<file path="src/rtl/core/tpg_pkg.sv">
// ----------------------------------------------------------------------------
// tpg_pkg
// Types and constants shared by the triangle pulse generator modules.
// ----------------------------------------------------------------------------
package tpg_pkg;

  // register map, index = paddr[3:2]
  localparam logic [1:0] REG_PERIOD = 2'd0;
  localparam logic [1:0] REG_PULSE  = 2'd1;
  localparam logic [1:0] REG_PHASE  = 2'd2;
  localparam logic [1:0] REG_LEVELS = 2'd3;

  localparam logic [15:0] PERIOD_RST = 16'd60;
  localparam logic [15:0] PULSE_RST  = 16'd40;
  localparam logic [15:0] PHASE_RST  = 16'd0;
  localparam logic [8:0]  LEVELS_RST = 9'd64;

  // shared divider: divisor up to 2*pulse (17 bits), remainder one bit more
  localparam int unsigned DIV_W = 17;
  localparam int unsigned REM_W = DIV_W + 1;
  // quantizer quotient is below 256
  localparam int unsigned QUOT_W = 8;

  typedef struct packed {
    logic [15:0] period;
    logic [15:0] pulse;
    logic [15:0] phase;
    logic [8:0]  levels;
  } tpg_cfg_t;

  typedef struct packed {
    logic busy;
    logic done;
  } tpg_div_sts_t;

  typedef enum logic [2:0] {
    ST_IDLE,
    ST_FOLD,
    ST_MOD,
    ST_MUL,
    ST_QDIV,
    ST_QWAIT,
    ST_DONE
  } tpg_state_e;

endpackage

</file>
<file path="src/rtl/core/triangle_pulse_generator.sv">
// ----------------------------------------------------------------------------
// triangle_pulse_generator
// Periodic triangular pulse generator. Each input tick folds the sample
// counter into the period and quantizes the triangle height at that point.
//
//   channel   dir  handshake                 payload
//   s_axis    in   tvalid/tready             tdata[0] restart
//   m_axis    out  tvalid/tready             tdata[7:0] level, [23:8] position
//   apb       in   psel/penable, pready=1    period, pulse, phase, levels
//
// A tick skips the period fold when the count sits on the phase and the
// quantization when the level is known to be zero; the shared
// one-bit-per-cycle divider serves the period fold (NUM_W steps) and then
// the rounded quantization (8 steps).
// Reset leaves the counter at zero and the registers at their defaults.
// A waiting result sits in the output register; the next tick is accepted
// meanwhile and its result waits in the sequencer until the register frees.
// ----------------------------------------------------------------------------
module triangle_pulse_generator #(
  parameter int unsigned TIME_WIDTH = 16
) (
  input  logic        clk_i,
  input  logic        rst_ni,
  // APB configuration
  input  logic        psel,
  input  logic        penable,
  input  logic        pwrite,
  input  logic [3:0]  paddr,
  input  logic [31:0] pwdata,
  output logic [31:0] prdata,
  output logic        pready,
  // input ticks
  input  logic        s_axis_tvalid_i,
  output logic        s_axis_tready_o,
  input  logic [7:0]  s_axis_tdata_i,   // [0] restart, [7:1] zero
  // results
  output logic        m_axis_tvalid_o,
  input  logic        m_axis_tready_i,
  output logic [23:0] m_axis_tdata_o    // [7:0] level, [23:8] position
);
  import tpg_pkg::*;

  localparam int unsigned NUM_W = (TIME_WIDTH > 16) ? TIME_WIDTH : 16;
  localparam int unsigned SC_W  = $clog2(NUM_W + 1);
  localparam int unsigned CMP_W = NUM_W + 1;

  tpg_cfg_t         cfg;
  tpg_div_sts_t     div_sts;
  tpg_state_e       state_q, state_d;

  logic [TIME_WIDTH-1:0] cnt_q, cnt_d;
  logic [TIME_WIDTH-1:0] cur_q, cur_d;
  logic                  lt_q, lt_d;
  logic [15:0]           pos_q, pos_d;
  logic [23:0]           prod_q, prod_d;
  logic [7:0]            lvl_q, lvl_d;
  logic                  mv_q, mv_d;
  logic [7:0]            out_lvl_q, out_lvl_d;
  logic [15:0]           out_pos_q, out_pos_d;

  logic                  in_acc;
  logic [TIME_WIDTH-1:0] cur_in;
  logic [CMP_W-1:0]      c_ext, p_ext, diff;
  logic [15:0]           per;
  logic [7:0]            lvm1;
  logic                  rise, fall;
  logic [15:0]           rsel;
  logic [25:0]           qnum;
  logic                  out_free;

  logic                  div_start;
  logic [SC_W-1:0]       div_steps;
  logic [REM_W-1:0]      div_rem_in;
  logic [NUM_W-1:0]      div_num_in;
  logic [DIV_W-1:0]      div_div_in;
  logic [REM_W-1:0]      div_rem;
  logic [NUM_W-1:0]      div_quot;

  tpg_regs u_regs (
    .clk_i   (clk_i),
    .rst_ni  (rst_ni),
    .psel    (psel),
    .penable (penable),
    .pwrite  (pwrite),
    .paddr   (paddr),
    .pwdata  (pwdata),
    .prdata  (prdata),
    .pready  (pready),
    .cfg_o   (cfg)
  );

  tpg_div #(
    .NUM_W (NUM_W),
    .SC_W  (SC_W)
  ) u_div (
    .clk_i   (clk_i),
    .rst_ni  (rst_ni),
    .start_i (div_start),
    .steps_i (div_steps),
    .rem_i   (div_rem_in),
    .num_i   (div_num_in),
    .div_i   (div_div_in),
    .rem_o   (div_rem),
    .quot_o  (div_quot),
    .sts_o   (div_sts)
  );

  assign s_axis_tready_o = (state_q == ST_IDLE);
  assign in_acc          = s_axis_tvalid_i && s_axis_tready_o;
  assign cur_in          = s_axis_tdata_i[0] ? '0 : cnt_q;
  assign out_free        = !mv_q || m_axis_tready_i;

  // period fold operands
  assign per   = (cfg.period == 16'd0) ? 16'd1 : cfg.period;
  assign c_ext = {{(CMP_W-TIME_WIDTH){1'b0}}, cur_q};
  assign p_ext = {{(CMP_W-16){1'b0}}, cfg.phase};
  assign diff  = (c_ext < p_ext) ? (p_ext - c_ext) : (c_ext - p_ext - 1'b1);

  // level clamp to 2..256, as levels - 1
  always_comb begin
    if (cfg.levels < 9'd2) begin
      lvm1 = 8'd1;
    end else if (cfg.levels > 9'd256) begin
      lvm1 = 8'd255;
    end else begin
      lvm1 = 8'(cfg.levels - 9'd1);
    end
  end

  // rise while 2*pos <= w, fall while pos < w
  assign rise = {pos_q, 1'b0} <= {1'b0, cfg.pulse};
  assign fall = !rise && (pos_q < cfg.pulse);
  assign rsel = rise ? pos_q : (cfg.pulse - pos_q);

  // ((levels-1)*4*r + w) / (2*w); quotient is below 256
  assign qnum = {prod_q, 2'b00} + {10'd0, cfg.pulse};

  always_comb begin
    state_d    = state_q;
    cnt_d      = cnt_q;
    cur_d      = cur_q;
    lt_d       = lt_q;
    pos_d      = pos_q;
    prod_d     = prod_q;
    lvl_d      = lvl_q;
    mv_d       = mv_q;
    out_lvl_d  = out_lvl_q;
    out_pos_d  = out_pos_q;
    div_start  = 1'b0;
    div_steps  = SC_W'(NUM_W);
    div_rem_in = '0;
    div_num_in = diff[NUM_W-1:0];
    div_div_in = {1'b0, per};

    if (mv_q && m_axis_tready_i) begin
      mv_d = 1'b0;
    end

    case (state_q)
      ST_IDLE: begin
        if (in_acc) begin
          cur_d   = cur_in;
          cnt_d   = cur_in + 1'b1;
          state_d = ST_FOLD;
        end
      end
      ST_FOLD: begin
        lt_d = c_ext < p_ext;
        if (c_ext == p_ext) begin
          pos_d   = 16'd0;
          state_d = ST_MUL;
        end else begin
          div_start = 1'b1;
          state_d   = ST_MOD;
        end
      end
      ST_MOD: begin
        if (div_sts.done) begin
          if (lt_q) begin
            pos_d = (div_rem == '0) ? 16'd0 : (per - div_rem[15:0]);
          end else begin
            pos_d = div_rem[15:0] + 16'd1;
          end
          state_d = ST_MUL;
        end
      end
      ST_MUL: begin
        prod_d = lvm1 * rsel;
        if ((cfg.pulse == 16'd0) || !(rise || fall)) begin
          lvl_d   = 8'd0;
          state_d = ST_DONE;
        end else begin
          state_d = ST_QDIV;
        end
      end
      ST_QDIV: begin
        div_start  = 1'b1;
        div_steps  = SC_W'(QUOT_W);
        div_rem_in = qnum[25:QUOT_W];
        div_num_in = {qnum[QUOT_W-1:0], {(NUM_W-QUOT_W){1'b0}}};
        div_div_in = {cfg.pulse, 1'b0};
        state_d    = ST_QWAIT;
      end
      ST_QWAIT: begin
        if (div_sts.done) begin
          lvl_d   = div_quot[QUOT_W-1:0];
          state_d = ST_DONE;
        end
      end
      ST_DONE: begin
        if (out_free) begin
          mv_d      = 1'b1;
          out_lvl_d = lvl_q;
          out_pos_d = pos_q;
          state_d   = ST_IDLE;
        end
      end
      default: state_d = ST_IDLE;
    endcase
  end

  always_ff @(posedge clk_i or negedge rst_ni) begin
    if (!rst_ni) begin
      state_q <= ST_IDLE;
      cnt_q   <= '0;
      mv_q    <= 1'b0;
    end else begin
      state_q <= state_d;
      cnt_q   <= cnt_d;
      mv_q    <= mv_d;
    end
  end

  always_ff @(posedge clk_i) begin
    cur_q     <= cur_d;
    lt_q      <= lt_d;
    pos_q     <= pos_d;
    prod_q    <= prod_d;
    lvl_q     <= lvl_d;
    out_lvl_q <= out_lvl_d;
    out_pos_q <= out_pos_d;
  end

  assign m_axis_tvalid_o = mv_q;
  assign m_axis_tdata_o  = {out_pos_q, out_lvl_q};

  a_count_advance: assert property (@(posedge clk_i) disable iff (!rst_ni)
    in_acc |=> (cnt_q == cur_q + 1'b1))
    else $error("sample counter did not advance past the accepted tick");

  a_ready_div_idle: assert property (@(posedge clk_i) disable iff (!rst_ni)
    s_axis_tready_o |-> !div_sts.busy)
    else $error("ready while the divider is still working");

  a_done_in_wait: assert property (@(posedge clk_i) disable iff (!rst_ni)
    div_sts.done |-> (state_q == ST_MOD || state_q == ST_QWAIT))
    else $error("divider finished outside a wait state");

endmodule

</file>
<file path="src/rtl/core/tpg_regs.sv">
// ----------------------------------------------------------------------------
// tpg_regs
// APB register file: period, pulse width, phase and level count.
// ----------------------------------------------------------------------------
module tpg_regs (
  input  logic              clk_i,
  input  logic              rst_ni,
  input  logic              psel,
  input  logic              penable,
  input  logic              pwrite,
  input  logic [3:0]        paddr,
  input  logic [31:0]       pwdata,
  output logic [31:0]       prdata,
  output logic              pready,
  output tpg_pkg::tpg_cfg_t cfg_o
);
  import tpg_pkg::*;

  tpg_cfg_t   cfg_q;
  logic       wr_en;
  logic [1:0] idx;

  assign pready = 1'b1;
  assign idx    = paddr[3:2];
  assign wr_en  = psel && penable && pwrite;

  always_ff @(posedge clk_i or negedge rst_ni) begin
    if (!rst_ni) begin
      cfg_q.period <= PERIOD_RST;
      cfg_q.pulse  <= PULSE_RST;
      cfg_q.phase  <= PHASE_RST;
      cfg_q.levels <= LEVELS_RST;
    end else if (wr_en) begin
      case (idx)
        REG_PERIOD: cfg_q.period <= pwdata[15:0];
        REG_PULSE:  cfg_q.pulse  <= pwdata[15:0];
        REG_PHASE:  cfg_q.phase  <= pwdata[15:0];
        REG_LEVELS: cfg_q.levels <= pwdata[8:0];
        default: ;
      endcase
    end
  end

  always_comb begin
    case (idx)
      REG_PERIOD: prdata = {16'd0, cfg_q.period};
      REG_PULSE:  prdata = {16'd0, cfg_q.pulse};
      REG_PHASE:  prdata = {16'd0, cfg_q.phase};
      REG_LEVELS: prdata = {23'd0, cfg_q.levels};
      default:    prdata = 32'd0;
    endcase
  end

  assign cfg_o = cfg_q;

endmodule

</file>
<file path="src/rtl/core/tpg_div.sv">
// ----------------------------------------------------------------------------
// tpg_div
// Shared restoring divider, one quotient bit per cycle. The caller preloads
// the partial remainder and the dividend bits still to be shifted in (MSB
// aligned); the quotient collects in the low bits of the dividend register.
// ----------------------------------------------------------------------------
module tpg_div #(
  parameter int unsigned NUM_W = 16,
  parameter int unsigned SC_W  = $clog2(NUM_W + 1)
) (
  input  logic                       clk_i,
  input  logic                       rst_ni,
  input  logic                       start_i,
  input  logic [SC_W-1:0]            steps_i,
  input  logic [tpg_pkg::REM_W-1:0]  rem_i,
  input  logic [NUM_W-1:0]           num_i,
  input  logic [tpg_pkg::DIV_W-1:0]  div_i,
  output logic [tpg_pkg::REM_W-1:0]  rem_o,
  output logic [NUM_W-1:0]           quot_o,
  output tpg_pkg::tpg_div_sts_t      sts_o
);
  import tpg_pkg::*;

  logic              busy_q;
  logic [SC_W-1:0]   cnt_q;
  logic [REM_W-1:0]  rem_q;
  logic [NUM_W-1:0]  num_q;
  logic [DIV_W-1:0]  div_q;
  logic [REM_W-1:0]  trial;
  logic              ge;

  // rem_q < div_q, so its top bit is always clear
  assign trial = {rem_q[REM_W-2:0], num_q[NUM_W-1]};
  assign ge    = trial >= {1'b0, div_q};

  always_ff @(posedge clk_i or negedge rst_ni) begin
    if (!rst_ni) begin
      busy_q <= 1'b0;
      cnt_q  <= '0;
    end else if (start_i) begin
      busy_q <= 1'b1;
      cnt_q  <= steps_i;
    end else if (busy_q) begin
      if (cnt_q == '0) begin
        busy_q <= 1'b0;
      end else begin
        cnt_q <= cnt_q - 1'b1;
      end
    end
  end

  always_ff @(posedge clk_i) begin
    if (start_i) begin
      rem_q <= rem_i;
      num_q <= num_i;
      div_q <= div_i;
    end else if (busy_q && (cnt_q != '0)) begin
      rem_q <= ge ? (trial - {1'b0, div_q}) : trial;
      num_q <= {num_q[NUM_W-2:0], ge};
    end
  end

  assign rem_o      = rem_q;
  assign quot_o     = num_q;
  assign sts_o.busy = busy_q;
  assign sts_o.done = busy_q && (cnt_q == '0);

  a_no_restart: assert property (@(posedge clk_i) disable iff (!rst_ni)
    start_i |-> !busy_q)
    else $error("divider started while busy");

  a_rem_bound: assert property (@(posedge clk_i) disable iff (!rst_ni)
    busy_q |-> (rem_q < {1'b0, div_q}))
    else $error("partial remainder not below divisor");

endmodule

</file>
<file path="config.mk">
export PLATFORM = sky130hd
export DESIGN_NAME = triangle_pulse_generator
export DESIGN_NICKNAME = d
export VERILOG_FILES = /design/src/rtl/core/tpg_pkg.sv /design/src/rtl/core/triangle_pulse_generator.sv /design/src/rtl/core/tpg_regs.sv /design/src/rtl/core/tpg_div.sv
export SDC_FILE = /design/constraint.sdc
export NUM_CORES = 1
export LEC_CHECK = 0
export BUFFER_PORTS_ARGS = -buffer_cell sky130_fd_sc_hd__buf_4
export CAP_MARGIN = 20
export CORE_MARGIN = 8
export CORE_UTILIZATION = 40
export CTS_BUF_LIST = sky130_fd_sc_hd__clkbuf_4 sky130_fd_sc_hd__clkbuf_8
export CTS_CLUSTER_DIAMETER = 150
export DETAILED_ROUTE_END_ITERATION = 10
export GPL_TIMING_DRIVEN = 1
export PLACE_DENSITY = 0.67
export SLEW_MARGIN = 20
export SYNTH_ARGS = -nofsm -noshare
export SYNTH_HDL_FRONTEND = slang
export SYNTH_SLANG_ARGS = --single-unit
</file>
<file path="constraint.sdc">
create_clock -name clk_i -period 9.7 [get_ports clk_i]
set_clock_uncertainty 0.2 [all_clocks]
set_input_delay 2.425 -clock clk_i [delete_from_list [all_inputs] [get_ports clk_i]]
set_output_delay 2.425 -clock clk_i [all_outputs]
set_load 0.02 [all_outputs]
</file>
Word-level counts from Yosys, hierarchy flattened:

Index checks and enable logic that the tools add are counted.

* output and inout bits: 59
* logic and storage cells: 132
* register bits: 223

* multiply operators: 1
* mux-type cells: 42
* eq/ne operators: 17
* add/sub/neg operators: 11
* order comparisons: 6
* reductions and logical operators: 34

Operators by type and width (number)
* two-way mux 16 bit: 12
* one-hot mux 32 bit (4 select lines): 1
* two-way mux 18 bit: 4
* subtractor 16 bit: 4
* adder 16 x 1 -> 16 bit, second input constant: 2
* zero test 16 bit: 2
* < comparator 16 bit: 2
* two-way mux 8 bit: 4
* one-hot mux 16 bit (2 select lines): 1
* adder 26 x 16 -> 26 bit: 1
* multiplier 8 x 16 -> 24 bit: 1
* one-hot mux 3 bit (7 select lines): 1
* two-way mux 5 bit: 4
* greater-or-equal comparator 18 x 17 -> 1 bit: 1
* zero test 18 bit: 1
* subtractor 18 x 17 -> 18 bit: 1
* less-or-equal comparator 17 x 16 -> 1 bit: 1
* == test 16 bit: 1
* one-hot mux 8 bit (2 select lines): 1
* subtractor 16 x 1 -> 16 bit, second input constant: 1
* AND reduction 2 bit: 7
* two-way mux 3 bit: 4
* inequality test 2 bit, second input constant: 6
* == test 3 bit, second input constant: 3
* other kinds (22): 45

Logic depth before layout (Yosys ltp):

Gate-level depths: netlist of run 1.

* word-level depth: 8
* mapped depth: 31

Hierarchy:

From an unflattened synthesis of run 1, not the netlist that was laid out.

* cells, all modules: 2015
* area, all modules: 19204.7 um^2

By module, submodules not included
* triangle_pulse_generator: seq. area each 3173.0 um^2, cells each 1517, instances 1, area each 13015.0 um^2
* tpg_div: seq. area each 1681.6 um^2, cells each 318, instances 1, area each 3467.1 um^2
* tpg_regs: seq. area each 1435.1 um^2, cells each 180, instances 1, area each 2722.6 um^2

Worst setup path before layout of run 1:

No wires, ideal clock.

* path kind: register to register
* start point: reg u_regs.cfg_q, in the netlist u_regs.cfg_o[30]
* end point: reg prod_q[23] (data pin)
* arrival time: 6.533 ns
* cell stages (with the launch flop): 29
* data required time: 9.240 ns
* path buffers: 1
* setup slack: 2.707 ns
* cells stage by stage: dfstp_2 > inv_1 > ha_1 > a21o_1 > a21o_1 > a21oi_1 > o21ai_0 > and3_1 > o21ai_0 > clkbuf_1 > mux2i_1 > or2_2 > fa_1 > fa_1 > inv_1 > fa_1 > inv_1 > fa_1 > inv_1 > ha_1 > nor3_1 > nand2b_1 > o221ai_1 > a211oi_1 > nor3_1 > o21ai_0 > a21o_1 > a21oi_1 > xnor2_1

* word-level cells in the longest chain between the ends: 3
* elaborated cells between the ends (all ways): 4

RTL lines
* from (decl): line tpg_regs.sv:19 `tpg_cfg_t cfg_q;`
* subtractor 16 bit / less-or-equal comparator 17 x 16 -> 1 bit (equally long branches): line triangle_pulse_generator.sv:133, triangle_pulse_generator.sv:131
* two-way mux 16 bit (*): line triangle_pulse_generator.sv:133 `assign rsel = rise ? pos_q : (cfg.pulse - pos_q);`
* multiplier 8 x 16 -> 24 bit (*): line triangle_pulse_generator.sv:188 `prod_d = lvm1 * rsel;`
* to (signal assigned): line triangle_pulse_generator.sv:238 `prod_q <= prod_d;`
* to (decl): line triangle_pulse_generator.sv:55 `logic [23:0] prod_q, prod_d;`

Mark *: on every way between the ends. The rest lies on a longest branch, timed or not.
A chain may end at the register's enable or synchronous reset.

Worst setup path after layout of run 1:

* start point: reg u_regs.cfg_q, in the netlist u_regs.cfg_o[26]
* end point: reg prod_q[23] (data pin)

Same word-level chain as after synthesis.

==> results.yml, run 1 <==
run_status:
  status: "finished clean"
global_routing:
  grt_overflow: 0
  grt_pass1_wl_um: 80740
  antenna_found_initial: 1
  grt_max_degree: 67
  track_usage_pct: 18.69
  grt_use_met3_pct: 1.991
  grt_util_met1_pct: 24.43
  use_met2_pct: 31.21
  grt_pass1_vias: 15004
  gr-max-usage-layer: "met2"
synth:
  ys.flop_type: "edfxtp_1"
  ys_ff_latch: 223
  syn-cell-area_um2: 18650
  ys_types: 73
  yosys_warnings: 0
  syn_area_per_cell_um2: 9.345
  yosysSeqAreaShare_pct: 33.72
  synthCells: 1996
  synth-edff-count: 140
  async_flop_share_pct: 37.22
final_layout:
  fillers: 4477
  drive_gt1_share_pct: 11.80
  final_common_cell: "nor2_1"
  final_cell_mix: "nor2_1, inv_1, ha_1, edfxtp_1, a21oi_1"
  area_delta_synth_final_pct: 10.28
  final_net_count: 2346
clocking:
  cts-resized-gates: 0
  cts_tree: "built"
  postCtsSetupBuffers: 0
  cts_sinks: 223
  cts_max_path_buffers: 3
  hold_buffers: 0
  h-tree-depth: 2
  cts_buffers: 38
  cts_root_buf: "clkbuf_8"
  clk_latency_ps: 570
  clk_pin_slew_ps: 60
worst_setup_path:
  required_ps: 9810
  slowest_delay_ps: 690
  cp.arrival_ps: 8290
  reg2reg_slack_ps: 1520
  cp-end-kind: "register"
  crit_top_cell: "inv_1"
  critPathSlowestCell: "a21oi_1"
  crit_path_start_kind: "register"
  crit_fanout: 17
  worst-setup-path-type: "register to register"
place:
  gp_congestion: 0.9129
  dp_hpwl_um: 39720
  portBuffers: 67
routing:
  routedWlPerCell_um: 18.83
  ant_nets: 0
  drt-total-wl_um: 50560
  drc_errors: 0
  vias: 14747
  detail_route.first_pass.iterations: 5
  viasPerCell: 5.492
  drt_iter0_drc: 1244
floorplanning:
  fp.dieW_um: 231.9
  core_area_um2: 46260
  start_util_pct: 40.32
  ioPinCount: 110
  rows: 79
  die_h_um: 231.9
  dieArea_um2: 53790
timing:
  rsz0062_at_grt: "false"
  setup_tns_ps: 0
  tightest_slew_ps: 1001
  period_needed_ps: 8178
  final_max_slew_viol_count: 0
  slew-limit-headroom_pct: 33.27
  fmax_ghz: 0.1223
  setup_viol: 0
  period_share_pct: 84.31
  hold_violations: 0
run:
  maxCapViolCount: 0
min_path:
  min_path_type: "register to register"
-- cell usage after synthesis, types with 6 or more instances --
cell | count | share of area (%)
nor2_1 | 229 | 4.6
inv_1 | 216 | 4.3
ha_1 | 157 | 11
edfxtp_1 | 140 | 23
a21oi_1 | 124 | 3.3
o21ai_0 | 124 | 3.3
nand2_1 | 115 | 2.3
fa_1 | 89 | 9.6
dfrtp_1 | 76 | 10
xnor2_1 | 75 | 3.5
clkbuf_1 | 65 | 1.3
nand3_1 | 50 | 1.3
mux2_2 | 45 | 2.7
a21o_1 | 42 | 1.7
nor3_1 | 42 | 1.1
nor2b_1 | 37 | 1.2
xor2_1 | 35 | 1.6
mux2i_1 | 23 | 1.2
nand2b_1 | 20 | 0.67
nand4_1 | 19 | 0.64
or2_2 | 19 | 0.64
buf_4 | 18 | 0.72
o21a_1 | 18 | 0.72
and2_1 | 17 | 0.57
o22ai_1 | 16 | 0.54
a211oi_1 | 13 | 0.52
nor4_1 | 13 | 0.44
a31oi_1 | 12 | 0.40
or3_1 | 12 | 0.40
and3_1 | 11 | 0.37
mux4_2 | 9 | 1.1
a22oi_1 | 8 | 0.32
dfstp_2 | 7 | 0.99
o21bai_1 | 7 | 0.28
o31a_1 | 7 | 0.33
o31ai_1 | 6 | 0.24
-- final cells by class --
| type | instances | area, um2 | area share [%] |
|---|---|---|---|
| Multi-Input combinational cell | 1479 | 11210 | 54.48 |
| Sequential cell | 223 | 6290 | 30.58 |
| Inverter | 218 | 818.3 | 3.978 |
| Tap cell | 607 | 759.5 | 3.692 |
| Clock buffer | 55 | 669.4 | 3.254 |
| Timing Repair Buffer | 89 | 668.1 | 3.248 |
| Clock inverter | 13 | 156.4 | 0.7603 |
| Antenna cell | 1 | 2.502 | 0.01217 |
-- kinds of logic (layout without fill, tap and decap cells) --
kind of cell	Yosys count	count (layout)	share of synthesized area, %
AO/OA/AOI/OAI	430	430	14.24
XOR/XNOR	110	110	5.165
multiplexers	77	77	5.038
adder cells (fa/ha/maj)	247	247	20.14
buffers and inverters	309	375	6.695
other	2	18	0.04026
flip-flops	223	223	33.72
AND/OR/NAND/NOR	598	598	14.97
-- worst max-delay path, delay by kind of cell, from the launching register on --
family	cells	cell delay [ps]
compound gates	11	2970
xor+xnor	1	80
fa+ha+maj	6	2490
buf+inv	5	310
flops	1	610
simple gates	6	1240
-- path summary, 6_finish.rpt --
kind / end / start / depth (start not counted)
worst max register to register: prod_q[23] / u_regs.cfg_o[26] / 29
min in group asynchronous: u_regs.cfg_o[8] / rst_ni / 1
worst min-delay path: out_lvl_q[6] / lvl_q[6] / 0
worst max-delay path: prod_q[23] / u_regs.cfg_o[26] / 29
max in group asynchronous: u_div.cnt_q[3] / rst_ni / 2
worst min register to register: out_lvl_q[6] / lvl_q[6] / 0
-- state kept, by name, summed over array words and instances (netlist names) --
name	cells
cur_q	16
cnt_q	16
u_div.cnt_q	5
u_div.rem_o	18
state_q	3
u_div.quot_o	16
lvl_q	8
prod_q	24
lt_q	1
out_lvl_q	8
pos_q	16
u_regs.cfg_o	57
m_axis_tvalid_o	1
u_div.busy_q	1
out_pos_q	16
u_div.div_q	17
-- metal layers --
| layer | share of wire (%) | up-vias |
|---|---|---|
| li1 | - | 7008 |
| met1 | 44 | 7200 |
| met2 | 47 | 426 |
| met3 | 5.3 | 113 |
| met4 | 4.3 | 0 |
| met5 | 0 | - |
-- stage by stage --
| step | worst slack (ps) | instances | instance area (um2) | hold WS, ps | util [%] |
|---|---|---|---|---|---|
| 6_report | 1522 | 2685 | 20570 | 211.1 | 44.47 |
| 5_1_grt | 972.6 | 2685 | 20570 | 229.1 | 44.47 |
| 4_1_cts | 1544 | 2684 | 20570 | 212.8 | 44.46 |
| 3_5_place_dp | 1553 | 2616 | 19740 | 204.5 | 42.68 |
| 3_3_place_gp | 1573 | 2616 | 19730 | 204.6 | 42.66 |
| 2_1_floorplan | 2707 | 2011 | 18710 | 200.3 | - |
Power of run 1 is left out: the tool's default activity adds up to more than one toggle a clock period on the data nets, which glitch-free logic cannot reach.
==> inputs of run 2 (changes only) <==
--- a/config.mk
+++ b/config.mk
@@ -13,7 +13,7 @@
 export CTS_CLUSTER_DIAMETER = 150
 export DETAILED_ROUTE_END_ITERATION = 10
 export GPL_TIMING_DRIVEN = 1
-export PLACE_DENSITY = 0.67
+export PLACE_DENSITY = 0.69
 export SLEW_MARGIN = 20
 export SYNTH_ARGS = -nofsm -noshare
 export SYNTH_HDL_FRONTEND = slang
==> constraint.sdc (replaced) <==
create_clock -name clk_i -period 6.9 [get_ports clk_i]
set_clock_uncertainty 0.2 [all_clocks]
set_input_delay 1.725 -clock clk_i [delete_from_list [all_inputs] [get_ports clk_i]]
set_output_delay 1.725 -clock clk_i [all_outputs]
set_load 0.02 [all_outputs]
==> run 2 against run 1 <==
- the run now ends with design-rule violations left
- via count grew 5.3%
- global-route usage grew 0.80 points
- hold slack gained 6.5 ps
- setup slack lost 1300 ps
- sequential share of layout area shrank 2.1 points
- fmax grew 23%
- critical endpoint is now prod_q[18]
- register-to-register slack lost 1300 ps
- non-clock buffer count grew 149
- core utilization grew 3.4 points
- design area grew 7.5%
==> results.yml, run 2 (synthesis results as in run 1) <==
final_layout:
  fillers: 4274
  final_common_cell: "buf_4"
  area_delta_synth_final_pct: 18.61
  final_cell_area_um2: 22120
  multiInputGateArea_um2: 11510
  largest_reg_flops: 57
  final_net_count: 2496
  drive_gt1_share_pct: 20.55
  final_cell_mix: "buf_4, nor2_1, inv_1, ha_1, edfxtp_1"
  seqCellArea_um2: 6290
min_path:
  holdPathStages: 0
  min_path_type: "register to register"
timing:
  setup_viol: 0
  slew-limit-headroom_pct: 31.95
  fmax_ghz: 0.1498
  tightest_slew_ps: 1021
  fin_hold_ws_ps: 217.6
  final_max_slew_viol_count: 0
  period_needed_ps: 6676
  hold_violations: 0
  period_share_pct: 96.75
  worst_slack_ps: 224.3
worst_setup_path:
  cp.buffers_inverters: 7
  worst-setup-path-type: "register to register"
  crit_fanout: 4
  slowest_delay_ps: 540
  critPathSlowestCell: "fa_1"
  crit_family: "adder cells"
  cp-end-kind: "register"
  rr_worst_depth: 27
  cp.arrival_ps: 6790
  critical_path_depth: 27
  crit_path_start_kind: "register"
  reg2reg_slack_ps: 220
  required_ps: 7010
global_routing:
  track_usage_pct: 19.49
  antenna_found_initial: 1
  grt_overflow: 0
  grt_pass1_vias: 15508
  grt_pass1_wl_um: 83800
  grt_max_degree: 73
floorplanning:
  fp.dieW_um: 231.9
  core_area_um2: 46260
  start_util_pct: 40.32
  rows: 79
  die_h_um: 231.9
  dieArea_um2: 53790
  ioPinCount: 110
run_status:
  status: "finished, violations left"
  violations: "design-rule violations"
routing:
  detail_route.first_pass.iterations: 9
  vias: 15529
  drt-total-wl_um: 53750
  routedWlPerCell_um: 18.95
  viasPerCell: 5.474
  drt_iter0_drc: 1331
  drc_errors: 2
  ant_nets: 0
place:
  placed_area_um2: 20620
  portBuffers: 67
  pre_cts_ws_ps: -312.7
  gp_congestion: 1.001
  dp_hpwl_um: 41810
clocking:
  h-tree-depth: 2
  clk_latency_ps: 570
  cts_root_buf: "clkbuf_8"
  cts_tree: "built"
  clk_pin_slew_ps: 70
  cts_max_path_buffers: 3
  cts_buffers: 39
  hold_buffers: 0
  cts_sinks: 223
run:
  maxCapViolCount: 0
[run 2: per-layer routing]
layer | global-route usage (%) | share of wire [%] | up-vias
met5 | 0 | 0 | -
met4 | 8.283 | 4.3 | 0
met3 | 2.370 | 6.1 | 132
met2 | 32.52 | 47 | 562
met1 | 25.32 | 42 | 7519
li1 | - | - | 7316
[run 2: per-stage QoR]
| stage | util, % | instances | setup TNS, ps |
|---|---|---|---|
| finish | 47.82 | 2837 | 0 |
| global route | 47.82 | 2837 | -204.0 |
| CTS | 46.76 | 2811 | 0 |
| detailed placement | 44.58 | 2734 | -1132 |
| global placement | 44.58 | 2734 | -543.9 |
| floorplan | - | 2011 | 0 |
[run 2: worst paths after layout]
| kind | startpoint | endpoint |
|---|---|---|
| min in group asynchronous | rst_ni | cnt_q[2] |
| worst min-delay path | lvl_q[7] | out_lvl_q[7] |
| worst max-delay path | pos_q[0] | prod_q[18] |
| worst max register to register | pos_q[0] | prod_q[18] |
| max in group asynchronous | rst_ni | u_div.cnt_q[2] |
| worst min register to register | lvl_q[7] | out_lvl_q[7] |
[run 2: repair_timing]
item	4_1_cts	5_1_grt
resized for setup	17	76
pin swaps	6	55
setup endpoints to repair	6	11
setup buffers	6	28
[run 2: layout make-up]
type | instances | share of cell area (%)
multi-input combinational | 1479 | 52.04
timing repair buffer | 238 | 8.303
clock inverter | 17 | 0.9615
sequential | 223 | 28.43
tap | 607 | 3.433
clock buffer | 54 | 3.105
inverter | 218 | 3.716
antenna | 1 | 0.01131
Power of run 2 is left out for the same reason.
==> inputs of run 3 (changes only) <==
--- a/config.mk
+++ b/config.mk
@@ -5,6 +5,7 @@
 export SDC_FILE = /design/constraint.sdc
 export NUM_CORES = 1
 export LEC_CHECK = 0
+export ABC_AREA = 1
 export BUFFER_PORTS_ARGS = -buffer_cell sky130_fd_sc_hd__buf_4
 export CAP_MARGIN = 20
 export CORE_MARGIN = 8
@@ -14,6 +15,7 @@
 export DETAILED_ROUTE_END_ITERATION = 10
 export GPL_TIMING_DRIVEN = 1
 export PLACE_DENSITY = 0.69
+export SETUP_SLACK_MARGIN = 0.4
 export SLEW_MARGIN = 20
 export SYNTH_ARGS = -nofsm -noshare
 export SYNTH_HDL_FRONTEND = slang
==> run 3 against run 2 <==
- the run now ends clean
- synthesized cell count is 34% higher
- critical path type unchanged
- largest cell class unchanged
- register-to-register slack better by 430 ps
- global-route usage is 1.5 points higher
- via count is 16% higher
- hold slack better by 2.8 ps
- sequential share of layout area is 0.63 points lower
- critical endpoint is now prod_q[14]
- sequential cell count stayed put
==> results.yml, run 3 <==
synth:
  ys.flop_type: "edfxtp_1"
  synth_area_leaders: "edfxtp_1, nand2_1, ha_1, dfrtp_1, fa_1"
  synthCells: 2681
  syn-cell-area_um2: 20220
  yosys_warnings: 0
  synth-edff-count: 140
  async_flop_share_pct: 37.22
  syn_area_per_cell_um2: 7.541
  ys_ff_latch: 223
  synth_top_area_share_pct: 20.79
  synthTopCellsByCount: "nand2_1, inv_1, nor2_1"
  yosysSeqAreaShare_pct: 31.11
  ys_types: 60
  synth_most_common_cell: "nand2_1"
  yosysTopAreaCell: "edfxtp_1"
timing:
  hold_violations: 0
  setup_viol: 0
  rsz0062_at_grt: "true"
  period_needed_ps: 6247
  fin_hold_ws_ps: 220.5
  period_share_pct: 90.54
  worst_slack_ps: 653.1
  fmax_ghz: 0.1601
  slew-limit-headroom_pct: 37.69
  final_max_slew_viol_count: 0
  setup_tns_ps: 0
  tightest_slew_ps: 932.4
global_routing:
  grt_max_degree: 70
  grt_pass1_wl_um: 95640
  antenna_found_initial: 0
  track_usage_pct: 21.03
  grt_overflow: 0
  grt_pass1_vias: 17299
clocking:
  h-tree-depth: 2
  cts_root_buf: "clkbuf_8"
  clk_pin_slew_ps: 60
  clk_latency_ps: 620
  cts_buffers: 40
  cts_sinks: 223
  cts_tree: "built"
  hold_buffers: 0
  cts_max_path_buffers: 3
final_layout:
  multiInputGateArea_um2: 12160
  fin_util_pct: 45.19
  largest_reg_flops: 57
  fillers: 5137
  drive_gt1_share_pct: 10.28
  seqCellArea_um2: 6291
  final_cell_mix: "nand2_1, inv_1, nor2_1, o21ai_0, ha_1"
  final_common_cell: "nand2_1"
  area_delta_synth_final_pct: 11.91
  final_net_count: 3066
  fin_cells: 3474
  final_cell_area_um2: 22630
power_and_ir_drop:
  vdd_ir_drop_max_v: 0.0006137
  finalPower_mw: 9.607
  p_leak_nw: 11.16
  pwr_density_cell_nw_per_um2: 424.6
floorplanning:
  dieArea_um2: 57990
  die_h_um: 240.8
  start_util_pct: 40.38
  fp.dieW_um: 240.8
  ioPinCount: 110
  core_area_um2: 50070
  rows: 82
worst_setup_path:
  slowest_delay_ps: 560
  reg2reg_slack_ps: 650
  crit_fanout: 12
  endpoint: "prod_q[14]"
  critPathSlowestCell: "dfstp_2"
  cp-end-kind: "register"
  rr_startpoint: "u_regs.cfg_o[28]"
  worst-setup-path-type: "register to register"
  cp.arrival_ps: 6380
  required_ps: 7040
  crit_path_start_kind: "register"
  crit_top_cell: "nand2_1"
  rr_worst_depth: 29
  r2r-end: "prod_q[14]"
  startpoint: "u_regs.cfg_o[28]"
routing:
  viasPerCell: 5.187
  vias: 18021
  drt-total-wl_um: 61440
  drc_errors: 0
  detail_route.first_pass.iterations: 6
  routedWlPerCell_um: 17.68
  drt_iter0_drc: 1782
  ant_nets: 0
place:
  pre_cts_ws_ps: 253.7
  portBuffers: 67
  gp_congestion: 0.9980
  placed_area_um2: 21520
  dp_hpwl_um: 49630
  place_inst: 3398
min_path:
  min_path_type: "register to register"
run_status:
  status: "finished clean"
run:
  maxCapViolCount: 0
-- run 3: cell types whose count changed after synthesis, moves of 28 or more --
cell,delta
o21ai_0,+37
inv_1,+198
clkbuf_1,-29
a21o_1,-28
xnor2_1,-44
nand2_1,+525
nand3_1,+101
mux2_2,-45
a21oi_1,+34
nor2b_1,-37
nor2_1,+56
-- run 3: how the worst min path moves through the flow --
stage	from	end	depth (start not counted)
final	lvl_q[2]	out_lvl_q[2]	0
after global routing	lvl_q[7]	out_lvl_q[7]	0
after CTS	lvl_q[2]	out_lvl_q[2]	0
after detailed placement	lvl_q[7]	out_lvl_q[7]	0
after global placement	lvl_q[2]	out_lvl_q[2]	0
after floorplan	lvl_q[0]	out_lvl_q[0]	0
-- run 3: cells by family after synthesis --
family	synth area share, %
adders and majority gates	18.53
AOI/OAI and AO/OA	11.28
other	0.03715
DFF	31.11
and+or+nand+nor	25.38
xor gates and xnor gates	3.552
buffers and inverters	10.11
-- run 3: final cells by class --
class,count,share of cell area (%)
multi-input combinational,1966,53.76
sequential,223,27.81
inverter,423,7.040
timing repair buffer,115,3.816
tap,672,3.716
clock buffer,57,3.163
clock inverter,17,0.6857
antenna,1,0.01106
-- run 3: timing repair --
action,CTS,global route
endpoints found under the setup margin,11,14
pin swaps,0,1
resized for setup,6,61
buffers inserted,0,1
-- run 3: power breakdown --
group	internal, mW	switching, mW
clock network	0.757	0.599
logic	2.30	4.11
registers	1.73	0.111
total	4.79	4.82
-- run 3: critical path, delay by kind of cell, from the launching register on --
family,cells,cell delay (ps)
AOI/OAI and AO/OA,3,420
xor gates and xnor gates,1,150
adders and majority gates,6,2770
buffers and inverters,6,520
DFF,1,560
and+or+nand+nor,13,1310
-- run 3: per-layer routing --
layer	GRT usage [%]	share of wire, %
met2	33.32	45
met1	29.45	45
met4	6.541	2.9
met3	3.117	7.2
met5	0	0
No activity file was read; power rests on OpenSTA's default activity.
